===== src/hw/rtl/lri_pkg.sv =====
// ----------------------------------------------------------------------------
// lri_pkg
// Shared types and constants of the line rasterizer with color interpolation.
// ----------------------------------------------------------------------------
`default_nettype none

package lri_pkg;

    localparam int COORD_BITS_DEF = 12;
    localparam int DEPTH_BITS_DEF = 16;
    localparam int SCREEN_BITS    = 11;
    localparam int NUM_LANES      = 5;
    localparam int QUEUE_DEPTH    = 2;

    localparam logic CMD_LOAD = 1'b0;
    localparam logic CMD_STEP = 1'b1;

    localparam logic REG_MAX_X = 1'b0;
    localparam logic REG_MAX_Y = 1'b1;

    typedef enum logic [0:0] {
        ST_IDLE,
        ST_DIV
    } lri_state_t;

    typedef struct packed {
        logic valid;
        logic is_load;
    } lri_q_stat_t;

endpackage

`default_nettype wire


===== src/hw/rtl/lri_front.sv =====
// ----------------------------------------------------------------------------
// lri_front
// Accepts requests into a two-entry queue and tags each as load or step.
// ----------------------------------------------------------------------------
`default_nettype none

module lri_front #(
    parameter int COORD_BITS = 12,
    parameter int DEPTH_BITS = 16
) (
    input  wire logic                         clk,
    input  wire logic                         rst_n,
    input  wire logic                         push,
    output logic                              full,
    input  wire logic                         cmd,
    input  wire logic signed [COORD_BITS-1:0] x_a,
    input  wire logic signed [COORD_BITS-1:0] y_a,
    input  wire logic        [DEPTH_BITS-1:0] z_a,
    input  wire logic        [31:0]           color_a,
    input  wire logic signed [COORD_BITS-1:0] x_b,
    input  wire logic signed [COORD_BITS-1:0] y_b,
    input  wire logic        [DEPTH_BITS-1:0] z_b,
    input  wire logic        [31:0]           color_b,
    output lri_pkg::lri_q_stat_t              q_stat,
    input  wire logic                         q_pop,
    output logic signed [COORD_BITS-1:0]      h_xa,
    output logic signed [COORD_BITS-1:0]      h_ya,
    output logic        [DEPTH_BITS-1:0]      h_za,
    output logic        [31:0]                h_ca,
    output logic signed [COORD_BITS-1:0]      h_xb,
    output logic signed [COORD_BITS-1:0]      h_yb,
    output logic        [DEPTH_BITS-1:0]      h_zb,
    output logic        [31:0]                h_cb
);
    import lri_pkg::*;

    localparam int PW = $clog2(QUEUE_DEPTH);
    localparam int CNTW = $clog2(QUEUE_DEPTH + 1);

    logic                         cmd_reg [QUEUE_DEPTH];
    logic signed [COORD_BITS-1:0] xa_reg  [QUEUE_DEPTH];
    logic signed [COORD_BITS-1:0] ya_reg  [QUEUE_DEPTH];
    logic        [DEPTH_BITS-1:0] za_reg  [QUEUE_DEPTH];
    logic        [31:0]           ca_reg  [QUEUE_DEPTH];
    logic signed [COORD_BITS-1:0] xb_reg  [QUEUE_DEPTH];
    logic signed [COORD_BITS-1:0] yb_reg  [QUEUE_DEPTH];
    logic        [DEPTH_BITS-1:0] zb_reg  [QUEUE_DEPTH];
    logic        [31:0]           cb_reg  [QUEUE_DEPTH];

    logic [PW-1:0]   wptr_reg, wptr_next;
    logic [PW-1:0]   rptr_reg, rptr_next;
    logic [CNTW-1:0] cnt_reg, cnt_next;
    logic            do_push, do_pop;

    assign full    = (cnt_reg == CNTW'(QUEUE_DEPTH));
    assign do_push = push && !full;
    assign do_pop  = q_pop && (cnt_reg != '0);

    always_comb
    begin
        wptr_next = do_push ? PW'(wptr_reg + 1'b1) : wptr_reg;
        rptr_next = do_pop ? PW'(rptr_reg + 1'b1) : rptr_reg;
        cnt_next  = cnt_reg;
        if (do_push && !do_pop)
        begin
            cnt_next = CNTW'(cnt_reg + 1'b1);
        end
        else if (!do_push && do_pop)
        begin
            cnt_next = CNTW'(cnt_reg - 1'b1);
        end
    end

    always_ff @(posedge clk or negedge rst_n)
    begin
        if (!rst_n)
        begin
            wptr_reg <= '0;
            rptr_reg <= '0;
            cnt_reg  <= '0;
        end
        else
        begin
            wptr_reg <= wptr_next;
            rptr_reg <= rptr_next;
            cnt_reg  <= cnt_next;
        end
    end

    always_ff @(posedge clk)
    begin
        if (do_push)
        begin
            cmd_reg[wptr_reg] <= cmd;
            xa_reg[wptr_reg]  <= x_a;
            ya_reg[wptr_reg]  <= y_a;
            za_reg[wptr_reg]  <= z_a;
            ca_reg[wptr_reg]  <= color_a;
            xb_reg[wptr_reg]  <= x_b;
            yb_reg[wptr_reg]  <= y_b;
            zb_reg[wptr_reg]  <= z_b;
            cb_reg[wptr_reg]  <= color_b;
        end
    end

    assign q_stat.valid   = (cnt_reg != '0);
    assign q_stat.is_load = (cmd_reg[rptr_reg] == CMD_LOAD);
    assign h_xa = xa_reg[rptr_reg];
    assign h_ya = ya_reg[rptr_reg];
    assign h_za = za_reg[rptr_reg];
    assign h_ca = ca_reg[rptr_reg];
    assign h_xb = xb_reg[rptr_reg];
    assign h_yb = yb_reg[rptr_reg];
    assign h_zb = zb_reg[rptr_reg];
    assign h_cb = cb_reg[rptr_reg];

endmodule

`default_nettype wire


===== src/hw/rtl/lri_back.sv =====
// ----------------------------------------------------------------------------
// lri_back
// Line setup, slope division and per-pixel Bresenham stepping with
// incremental depth/color interpolation; holds one result register.
// ----------------------------------------------------------------------------
`default_nettype none

module lri_back #(
    parameter int COORD_BITS = 12,
    parameter int DEPTH_BITS = 16
) (
    input  wire logic                                clk,
    input  wire logic                                rst_n,
    input  wire lri_pkg::lri_q_stat_t                q_stat,
    output logic                                     q_pop,
    input  wire logic signed [COORD_BITS-1:0]        h_xa,
    input  wire logic signed [COORD_BITS-1:0]        h_ya,
    input  wire logic        [DEPTH_BITS-1:0]        h_za,
    input  wire logic        [31:0]                  h_ca,
    input  wire logic signed [COORD_BITS-1:0]        h_xb,
    input  wire logic signed [COORD_BITS-1:0]        h_yb,
    input  wire logic        [DEPTH_BITS-1:0]        h_zb,
    input  wire logic        [31:0]                  h_cb,
    input  wire logic        [lri_pkg::SCREEN_BITS-1:0] max_x,
    input  wire logic        [lri_pkg::SCREEN_BITS-1:0] max_y,
    output logic                                     empty,
    input  wire logic                                pop,
    output logic signed [COORD_BITS-1:0]             pix_x,
    output logic signed [COORD_BITS-1:0]             pix_y,
    output logic        [DEPTH_BITS-1:0]             pix_z,
    output logic        [31:0]                       pix_color,
    output logic                                     on_screen,
    output logic                                     last
);
    import lri_pkg::*;

    localparam int CW   = COORD_BITS;
    localparam int LW   = COORD_BITS + 1;
    localparam int EW   = COORD_BITS + 3;
    localparam int DW   = DEPTH_BITS;
    localparam int CTW  = $clog2(DW);

    lri_state_t state_reg, state_next;

    logic                 active_reg;
    logic                 steep_reg;
    logic                 mdir_reg;
    logic signed [CW-1:0] cmaj_reg;
    logic signed [CW-1:0] cmin_reg;
    logic signed [EW-1:0] err_reg;
    logic [LW-1:0]        idx_reg;
    logic [LW-1:0]        len_reg;
    logic [LW-1:0]        dmin_reg;
    logic [CTW-1:0]       cnt_reg;

    logic [DW-1:0] base_reg [NUM_LANES];
    logic          sgn_reg  [NUM_LANES];
    logic [DW-1:0] dvd_reg  [NUM_LANES];
    logic [LW-1:0] rem_reg  [NUM_LANES];
    logic [DW-1:0] qacc_reg [NUM_LANES];
    logic [LW-1:0] racc_reg [NUM_LANES];

    logic                 ovalid_reg;
    logic signed [CW-1:0] ox_reg, oy_reg;
    logic [DW-1:0]        oz_reg;
    logic [31:0]          oc_reg;
    logic                 ovis_reg, olast_reg;

    // setup
    logic signed [CW:0]   dx, dy, dmv;
    logic [LW-1:0]        adx, ady, adm, len_s;
    logic                 steep_s, swap_s;
    logic signed [CW-1:0] ma0, mb0, na0, nb0, ma, mb, na, nb;
    logic [DW-1:0]        za_s, zb_s;
    logic [31:0]          ca_s, cb_s;
    logic [DW-1:0]        la [NUM_LANES];
    logic [DW-1:0]        lb [NUM_LANES];

    always_comb
    begin
        dx = {h_xb[CW-1], h_xb} - {h_xa[CW-1], h_xa};
        dy = {h_yb[CW-1], h_yb} - {h_ya[CW-1], h_ya};
        adx = dx[CW] ? LW'(-dx) : LW'(dx);
        ady = dy[CW] ? LW'(-dy) : LW'(dy);
        steep_s = !(ady < adx);
        ma0 = steep_s ? h_ya : h_xa;
        mb0 = steep_s ? h_yb : h_xb;
        na0 = steep_s ? h_xa : h_ya;
        nb0 = steep_s ? h_xb : h_yb;
        swap_s = ma0 > mb0;
        ma = swap_s ? mb0 : ma0;
        mb = swap_s ? ma0 : mb0;
        na = swap_s ? nb0 : na0;
        nb = swap_s ? na0 : nb0;
        za_s = swap_s ? h_zb : h_za;
        zb_s = swap_s ? h_za : h_zb;
        ca_s = swap_s ? h_cb : h_ca;
        cb_s = swap_s ? h_ca : h_cb;
        len_s = LW'({mb[CW-1], mb} - {ma[CW-1], ma});
        dmv = {nb[CW-1], nb} - {na[CW-1], na};
        adm = dmv[CW] ? LW'(-dmv) : LW'(dmv);
        la[0] = za_s;
        lb[0] = zb_s;
        for (int k = 0; k < NUM_LANES - 1; k++)
        begin
            la[k+1] = DW'(ca_s[8*k +: 8]);
            lb[k+1] = DW'(cb_s[8*k +: 8]);
        end
    end

    // pixel value
    logic [DW-1:0]        val [NUM_LANES];
    logic signed [CW-1:0] px, py;
    logic                 vis, is_last, out_free, do_load, do_step;
    logic [31:0]          col;

    always_comb
    begin
        for (int k = 0; k < NUM_LANES; k++)
        begin
            val[k] = sgn_reg[k] ? DW'(base_reg[k] - qacc_reg[k])
                                : DW'(base_reg[k] + qacc_reg[k]);
        end
        for (int k = 0; k < NUM_LANES - 1; k++)
        begin
            col[8*k +: 8] = val[k+1][7:0];
        end
        px = steep_reg ? cmin_reg : cmaj_reg;
        py = steep_reg ? cmaj_reg : cmin_reg;
        vis = !px[CW-1] && !py[CW-1]
              && (32'(unsigned'(px)) <= 32'(max_x))
              && (32'(unsigned'(py)) <= 32'(max_y));
        is_last = (idx_reg >= len_reg);
    end

    assign out_free = !ovalid_reg || pop;

    // sequencer: next state
    always_comb
    begin
        state_next = state_reg;
        unique case (state_reg)
            ST_IDLE:
            begin
                if (q_stat.valid && q_stat.is_load)
                begin
                    state_next = ST_DIV;
                end
            end
            ST_DIV:
            begin
                if (cnt_reg == CTW'(DW - 1))
                begin
                    state_next = ST_IDLE;
                end
            end
            default:
            begin
                state_next = ST_IDLE;
            end
        endcase
    end

    // sequencer: outputs
    always_comb
    begin
        q_pop   = 1'b0;
        do_load = 1'b0;
        do_step = 1'b0;
        unique case (state_reg)
            ST_IDLE:
            begin
                if (q_stat.valid)
                begin
                    if (q_stat.is_load)
                    begin
                        q_pop   = 1'b1;
                        do_load = 1'b1;
                    end
                    else if (!active_reg)
                    begin
                        q_pop = 1'b1;
                    end
                    else if (out_free)
                    begin
                        q_pop   = 1'b1;
                        do_step = 1'b1;
                    end
                end
            end
            ST_DIV:
            begin
                q_pop = 1'b0;
            end
            default:
            begin
                q_pop = 1'b0;
            end
        endcase
    end

    always_ff @(posedge clk or negedge rst_n)
    begin
        if (!rst_n)
        begin
            state_reg  <= ST_IDLE;
            active_reg <= 1'b0;
            ovalid_reg <= 1'b0;
            cnt_reg    <= '0;
        end
        else
        begin
            state_reg <= state_next;
            if (do_load)
            begin
                active_reg <= 1'b1;
                cnt_reg    <= '0;
            end
            else if (state_reg == ST_DIV)
            begin
                cnt_reg <= CTW'(cnt_reg + 1'b1);
            end
            if (do_step && is_last)
            begin
                active_reg <= 1'b0;
            end
            if (do_step)
            begin
                ovalid_reg <= 1'b1;
            end
            else if (pop)
            begin
                ovalid_reg <= 1'b0;
            end
        end
    end

    logic [LW:0]   rtry [NUM_LANES];
    logic [LW:0]   rsum [NUM_LANES];

    always_comb
    begin
        for (int k = 0; k < NUM_LANES; k++)
        begin
            rtry[k] = {rem_reg[k], dvd_reg[k][DW-1]};
            rsum[k] = {1'b0, racc_reg[k]} + {1'b0, rem_reg[k]};
        end
    end

    always_ff @(posedge clk)
    begin
        if (do_load)
        begin
            steep_reg <= steep_s;
            mdir_reg  <= dmv[CW];
            cmaj_reg  <= ma;
            cmin_reg  <= na;
            len_reg   <= len_s;
            dmin_reg  <= adm;
            idx_reg   <= '0;
            err_reg   <= EW'({1'b0, adm, 1'b0}) - EW'({2'b00, len_s});
            for (int k = 0; k < NUM_LANES; k++)
            begin
                base_reg[k] <= la[k];
                sgn_reg[k]  <= lb[k] < la[k];
                dvd_reg[k]  <= (lb[k] < la[k]) ? DW'(la[k] - lb[k]) : DW'(lb[k] - la[k]);
                rem_reg[k]  <= '0;
                qacc_reg[k] <= '0;
                racc_reg[k] <= '0;
            end
        end
        else if (state_reg == ST_DIV)
        begin
            for (int k = 0; k < NUM_LANES; k++)
            begin
                if (rtry[k] >= {1'b0, len_reg})
                begin
                    rem_reg[k] <= LW'(rtry[k] - {1'b0, len_reg});
                    dvd_reg[k] <= {dvd_reg[k][DW-2:0], 1'b1};
                end
                else
                begin
                    rem_reg[k] <= LW'(rtry[k]);
                    dvd_reg[k] <= {dvd_reg[k][DW-2:0], 1'b0};
                end
            end
        end
        else if (do_step && !is_last)
        begin
            if (err_reg > 0)
            begin
                cmin_reg <= mdir_reg ? CW'(cmin_reg - 1'b1) : CW'(cmin_reg + 1'b1);
                err_reg  <= EW'(err_reg + EW'({1'b0, dmin_reg, 1'b0})
                                - EW'({1'b0, len_reg, 1'b0}));
            end
            else
            begin
                err_reg <= EW'(err_reg + EW'({1'b0, dmin_reg, 1'b0}));
            end
            cmaj_reg <= CW'(cmaj_reg + 1'b1);
            idx_reg  <= LW'(idx_reg + 1'b1);
            for (int k = 0; k < NUM_LANES; k++)
            begin
                if (rsum[k] >= {1'b0, len_reg})
                begin
                    racc_reg[k] <= LW'(rsum[k] - {1'b0, len_reg});
                    qacc_reg[k] <= DW'(qacc_reg[k] + dvd_reg[k] + 1'b1);
                end
                else
                begin
                    racc_reg[k] <= LW'(rsum[k]);
                    qacc_reg[k] <= DW'(qacc_reg[k] + dvd_reg[k]);
                end
            end
        end
    end

    always_ff @(posedge clk)
    begin
        if (do_step)
        begin
            ox_reg    <= px;
            oy_reg    <= py;
            oz_reg    <= val[0];
            oc_reg    <= col;
            ovis_reg  <= vis;
            olast_reg <= is_last;
        end
    end

    assign empty     = !ovalid_reg;
    assign pix_x     = ox_reg;
    assign pix_y     = oy_reg;
    assign pix_z     = oz_reg;
    assign pix_color = oc_reg;
    assign on_screen = ovis_reg;
    assign last      = olast_reg;

    a_no_pop_in_div: assert property (@(posedge clk) disable iff (!rst_n)
        (state_reg == ST_DIV) |-> !q_pop)
        else $error("queue popped during division");

    a_no_overwrite: assert property (@(posedge clk) disable iff (!rst_n)
        (ovalid_reg && !pop) |=> ($stable(ox_reg) && $stable(oc_reg)))
        else $error("result overwritten while waiting");

    a_idx_bound: assert property (@(posedge clk) disable iff (!rst_n)
        (active_reg && state_reg == ST_IDLE) |-> (idx_reg <= len_reg))
        else $error("step index past line length");

    a_last_ends: assert property (@(posedge clk) disable iff (!rst_n)
        (do_step && is_last) |=> !active_reg)
        else $error("line still active after last pixel");

endmodule

`default_nettype wire


===== src/hw/rtl/line_rasterizer_color_interp_top.sv =====
// ----------------------------------------------------------------------------
// line_rasterizer_color_interp_top
// Bresenham line rasterizer with interpolated depth and RGBA color.
//
// Requests enter through push/full: cmd 0 loads a line from the two
// endpoints, cmd 1 asks for the next pixel. Pixels leave through empty/pop,
// oldest first; the pixel on the ports is held until popped.
// Requests pass a two-entry queue to the line engine, so the sender is not
// held up by a stalled receiver until the queue fills.
// A load runs a setup step in the engine, then a restoring divider in every
// lane that produces one quotient bit a cycle.
// With the engine free, a step request is taken from the queue and its pixel
// is registered into the result register on the ports, and steps sustain one
// pixel per cycle while the receiver pops. A held pixel stalls further steps
// in the queue.
// Steps with no active line are dropped. max_x/max_y are written over the
// APB port at byte addresses 0 and 4 and reset to 2047.
// Reset empties the queue and the result register and clears the line.
// ----------------------------------------------------------------------------
`default_nettype none

module line_rasterizer_color_interp_top #(
    parameter int COORD_BITS = lri_pkg::COORD_BITS_DEF,
    parameter int DEPTH_BITS = lri_pkg::DEPTH_BITS_DEF
) (
    input  wire logic                         clk,
    input  wire logic                         rst_n,
    input  wire logic                         psel,
    input  wire logic                         penable,
    input  wire logic                         pwrite,
    input  wire logic [2:0]                   paddr,
    input  wire logic [31:0]                  pwdata,
    output logic [31:0]                       prdata,
    output logic                              pready,
    input  wire logic                         push,
    output logic                              full,
    input  wire logic                         cmd,
    input  wire logic signed [COORD_BITS-1:0] x_a,
    input  wire logic signed [COORD_BITS-1:0] y_a,
    input  wire logic        [DEPTH_BITS-1:0] z_a,
    input  wire logic        [31:0]           color_a,
    input  wire logic signed [COORD_BITS-1:0] x_b,
    input  wire logic signed [COORD_BITS-1:0] y_b,
    input  wire logic        [DEPTH_BITS-1:0] z_b,
    input  wire logic        [31:0]           color_b,
    output logic                              empty,
    input  wire logic                         pop,
    output logic signed [COORD_BITS-1:0]      pix_x,
    output logic signed [COORD_BITS-1:0]      pix_y,
    output logic        [DEPTH_BITS-1:0]      pix_z,
    output logic        [31:0]                pix_color,
    output logic                              on_screen,
    output logic                              last
);
    import lri_pkg::*;

    logic [SCREEN_BITS-1:0] max_x_reg, max_y_reg;
    logic                   cfg_wr;

    assign pready = 1'b1;
    assign cfg_wr = psel && penable && pwrite && pready;

    always_ff @(posedge clk or negedge rst_n)
    begin
        if (!rst_n)
        begin
            max_x_reg <= '1;
            max_y_reg <= '1;
        end
        else if (cfg_wr)
        begin
            if (paddr[2] == REG_MAX_X)
            begin
                max_x_reg <= pwdata[SCREEN_BITS-1:0];
            end
            else
            begin
                max_y_reg <= pwdata[SCREEN_BITS-1:0];
            end
        end
    end

    always_comb
    begin
        if (paddr[2] == REG_MAX_X)
        begin
            prdata = 32'(max_x_reg);
        end
        else
        begin
            prdata = 32'(max_y_reg);
        end
    end

    lri_q_stat_t                 q_stat;
    logic                        q_pop;
    logic signed [COORD_BITS-1:0] h_xa, h_ya, h_xb, h_yb;
    logic        [DEPTH_BITS-1:0] h_za, h_zb;
    logic        [31:0]           h_ca, h_cb;

    lri_front #(
        .COORD_BITS(COORD_BITS),
        .DEPTH_BITS(DEPTH_BITS)
    ) u_front (
        .clk     (clk),
        .rst_n   (rst_n),
        .push    (push),
        .full    (full),
        .cmd     (cmd),
        .x_a     (x_a),
        .y_a     (y_a),
        .z_a     (z_a),
        .color_a (color_a),
        .x_b     (x_b),
        .y_b     (y_b),
        .z_b     (z_b),
        .color_b (color_b),
        .q_stat  (q_stat),
        .q_pop   (q_pop),
        .h_xa    (h_xa),
        .h_ya    (h_ya),
        .h_za    (h_za),
        .h_ca    (h_ca),
        .h_xb    (h_xb),
        .h_yb    (h_yb),
        .h_zb    (h_zb),
        .h_cb    (h_cb)
    );

    lri_back #(
        .COORD_BITS(COORD_BITS),
        .DEPTH_BITS(DEPTH_BITS)
    ) u_back (
        .clk       (clk),
        .rst_n     (rst_n),
        .q_stat    (q_stat),
        .q_pop     (q_pop),
        .h_xa      (h_xa),
        .h_ya      (h_ya),
        .h_za      (h_za),
        .h_ca      (h_ca),
        .h_xb      (h_xb),
        .h_yb      (h_yb),
        .h_zb      (h_zb),
        .h_cb      (h_cb),
        .max_x     (max_x_reg),
        .max_y     (max_y_reg),
        .empty     (empty),
        .pop       (pop),
        .pix_x     (pix_x),
        .pix_y     (pix_y),
        .pix_z     (pix_z),
        .pix_color (pix_color),
        .on_screen (on_screen),
        .last      (last)
    );

endmodule

`default_nettype wire

===== config.mk =====
export PLATFORM = sky130hd
export DESIGN_NAME = line_rasterizer_color_interp_top
export DESIGN_NICKNAME = d
export VERILOG_FILES = /design/src/hw/rtl/lri_pkg.sv /design/src/hw/rtl/lri_front.sv /design/src/hw/rtl/lri_back.sv /design/src/hw/rtl/line_rasterizer_color_interp_top.sv
export SDC_FILE = /design/constraint.sdc
export NUM_CORES = 2
export LEC_CHECK = 0
export BUFFER_PORTS_ARGS = -buffer_cell sky130_fd_sc_hd__buf_4
export CORE_MARGIN = 3
export CORE_UTILIZATION = 45
export DETAILED_ROUTE_END_ITERATION = 8
export HOLD_SLACK_MARGIN = 0.08
export SYNTH_ARGS = -nofsm -noshare
export SYNTH_HDL_FRONTEND = slang
export SYNTH_SLANG_ARGS = --single-unit

===== constraint.sdc =====
create_clock -name clk -period 30.6 [get_ports clk]
set_input_delay 3.06 -clock clk [delete_from_list [all_inputs] [get_ports clk]]
set_output_delay 3.06 -clock clk [all_outputs]
set_load 0.02 [all_outputs]

==> summary.md <==
| Metric | Value |
|---|---|
| Run status | finished clean |
| Wire length of the first global-routing pass | around 220 mm |
| Hold buffer count at CTS | 0 |
| Max incr delay on CP | approximately 0.84 ns |
| Met1 Use GR | 28.81% |
| Final worst clock skew | roughly 0.045 ns |
| Syn Inst Count | between 5000 and 6000 |
| Post-detailed-placement half-perimeter wirelength | ~100 mm |
| Arrival time reported for the critical path endpoint | roughly 18 ns |
| Maximum operating frequency | ~57 MHz |
| Antenna violations before repair | 12 |
| Critical path startpoint category | flip-flop |
| Sequential element share of the synthesized area | between 40% and 50% |
| Count of warnings emitted by yosys | 0 |
| Number of flip-flops under the largest register name | 80 |
| Share of async-settable or async-resettable flops after synthesis | 4.188% |
| Final number of max-transition violations | 0 |
| Measured slew at the worst slew-check pin | between 1 and 1.5 ns |
| Main flop type after synthesis | sky130_fd_sc_hd__edfxtp_1 |
| Count of state elements after synthesis | a little under 800 |
| Clock sinks | a little under 800 |
| Post-route fraction of the period consumed by the critical path | around 58% |
| Register-to-Register Setup Slack | ~13 ns |
| Post-CTS repair timing setup buffer count | 0 |
| Peak fanout along the critical path | about 70 |
| Area growth from synthesis to layout | 12.17% |
| Number of fillers in the final layout | roughly 11000 |
| Pin count of the biggest net entering global routing | 76 |
| Critical Path Most Common Cell | sky130_fd_sc_hd__o21ai_0 |
| Initial detailed-routing violation count | about 2800 |
| Global routing usage summed across all routing layers | between 20 and 25% |
| Final period demand of the worst path | about 18 ns |
| Buffers & Inverters on Critical Path | 10 |
| Number of maximum-capacitance constraint violations | 0 |
| Antenna Nets Post-Route | 0 |
| Final setup TNS | 0 ns |
| Number of vias per cell after detailed routing | between 5 and 6 |
| Die height | ~360 um |
| Final routed DRC violation total | 0 |
| Element type at the critical path end | flip-flop |
| Die Wd | ~360 um |
| Maximum buffer depth of the clock tree | 3 |
| Setup repair after global routing missed its margin | false |
| Area of the die | roughly 130000 sq um |
| Unique masters post-synth | just over 90 |
| Clock insertion delay at the later pin of the skew report | between 0.7 and 0.8 ns |
| Setup CP Type | reg -> reg |
| Input/output buffers | 250 |
| Number of hold violations in the final report | 0 |
| Worst rel slew slack | 14.69% |
| Drt wl/cell | roughly 19 um |
| DRT Wirelength | 138.3 mm |
| Cell family with the largest share of critical-path delay | compound AO/OA/AOI/OAI gates |
| Total setup violations reported at the end of the flow | 0 |
| Mean area per synthesized cell | around 10 sq um |
| Total CTS buffers | 92 |
| Total Nets Final | 6327 |
| Routability Congestion | slightly below 0.9 |
| Proportion of layout cells with a drive suffix above 1 | around an eighth |
| Data required, critical path | about 31 ns |
| Most used routing layer | met2 |
| Initial core utilization | between 40% and 50% |
| Vias | just under 40000 |
| CTS tree | yes |
| Routing usage on met3 | about 2.9% |
| Vias in the first global route | slightly below 40000 |
| Placement row count | approximately 130 |
| First-pass iteration count of the detailed router | 5 |
| H-tree depth | 3 |
| Clk slew on worst S/H paths | about 0.060 ns |
| Number of ports placed on the die boundary | 296 |
| Clock Root Buffer | sky130_fd_sc_hd__clkbuf_16 |
| Count of instances resized after the clock tree is built | 0 |
| Hold crit path type | reg -> reg |
| Met2 Use GR | between 30% and 40% |
| CP max stage cell | sky130_fd_sc_hd__o31ai_1 |
| Synthesized cell area | 55660 sq um |
| Floorplan Core Area | about 120000 sq um |
| Post-synth EDFFs | 741 |
| Total grt overflow | 0 |
==> metal layers <==
layer / vias up / part of all wire (%) / wire (um)
met4: 0 / 3.1 / 4225
met5: - / 0 / 0
met3: 206 / 4.0 / 5510
met1: 19100 / 45 / 62710
li1: 19710 / - / -
met2: 702 / 48 / 65830
==> placed cells by master (no fill, tap or decap), drive strengths merged, types with 24 or more instances in the layout <==
cell type,synthesis,routed
ha,534,534
mux4,99,99
or3,24,24
mux2,96,96
o21ai,283,283
nand4,56,56
a21boi,56,56
edfxtp,741,741
inv,477,482
mux2i,138,138
clkinv,3,39
o21a,40,40
nor2b,80,80
nand3,42,42
nand2,360,360
nor3,77,77
fa,42,42
a211oi,34,34
buf,63,307
nor2,471,471
a21o,130,130
nand2b,57,57
o21bai,101,101
xnor2,335,335
xor2,111,111
a21oi,436,436
a31oi,29,29
clkbuf,113,122
o211ai,28,28
==> cell usage after synthesis, drive strengths merged (24+ instances only) <==
library cell  instances  area (sq um)
mux2i               138          1401
mux4                 99          2230
nand4                56         350.3
buf                  63         351.6
edfxtp              741         22250
fa                   42         840.8
xor2                111         972.2
a21o                130         975.9
a21oi               436          2186
nand2               360          1351
inv                 477          1793
nand2b               57         356.6
o211ai               28         215.2
nor2                471          1768
o21a                 40         300.3
xnor2               335          2942
nor2b                80         500.5
a21boi               56         420.4
nand3                42         210.2
o21bai              101         758.2
nor3                 77         385.4
ha                  534          6681
o21ai               283          1420
or3                  24         150.1
clkbuf              113         424.2
a211oi               34         265.3
mux2                 96          1081
a31oi                29         196.4
==> cell families after synthesis <==
group / Yosys count / synth area share (%)
AOI/OAI and AO/OA: 1261 / 14.03
and+or+nand+nor: 1252 / 10.21
DFF: 788 / 42.01
buffers and inverters: 656 / 4.635
adders and majority gates: 581 / 13.60
xor gates and xnor gates: 446 / 7.031
muxes: 333 / 8.466
other: 2 / 0.01349
==> final timing paths <==
kind / startpoint / endpoint / cells after the start
min: u_back.cnt_reg[3]$_DFFE_PN0P_ / u_back.cnt_reg[3]$_DFFE_PN0P_ / 1
min in group asynchronous: rst_n / u_back.cnt_reg[2]$_DFFE_PN0P_ / 1
max: u_front.rptr_reg$_DFFE_PN0P_ / u_back.err_reg[14]$_DFFE_PP_ / 67
max in group asynchronous: rst_n / u_front.rptr_reg$_DFFE_PN0P_ / 1
min reg2reg: u_back.cnt_reg[3]$_DFFE_PN0P_ / u_back.cnt_reg[3]$_DFFE_PN0P_ / 1
max reg2reg: u_front.rptr_reg$_DFFE_PN0P_ / u_back.err_reg[14]$_DFFE_PP_ / 67
==> metrics by stage <==
| step | util, % | hold WS (ns) | setup slack, ns | instance area [sq um] | instances |
|---|---|---|---|---|---|
| after floorplan | - | 0.4583 | 15.98 | 55740 | 5339 |
| after global placement | 48.56 | 0.4823 | 13.49 | 59420 | 7095 |
| after detailed placement | 48.56 | 0.4953 | 13.23 | 59420 | 7095 |
| after CTS | 51.01 | 0.5008 | 13.16 | 62410 | 7267 |
| after global routing | 51.03 | 0.5210 | 11.60 | 62430 | 7277 |
| final | 51.03 | 0.4991 | 12.97 | 62430 | 7277 |
==> cell type report <==
class / instances / area [sq um] / area share, %
multi-input combinational: 3895 / 29870 / 47.85
sequential: 788 / 23390 / 37.47
clock buffer: 122 / 2455 / 3.932
timing repair buffer: 307 / 2305 / 3.691
tap: 1625 / 2033 / 3.257
inverter: 480 / 1813 / 2.904
clock inverter: 50 / 535.5 / 0.8577
antenna: 10 / 25.02 / 0.04008
==> worst register-to-register path: cells and delay by family (launching register included) <==
kind	cells	cell delay, ns
mux	2	0.81
xor+xnor	1	0.21
compound gates	33	8.30
buf+inv	10	3.33
simple gates	14	1.97
flops	1	0.73
fa+ha+maj	7	2.14
Power is not shown: default switching activity piles up to over one toggle a cycle in this logic, so the estimate is an artifact.
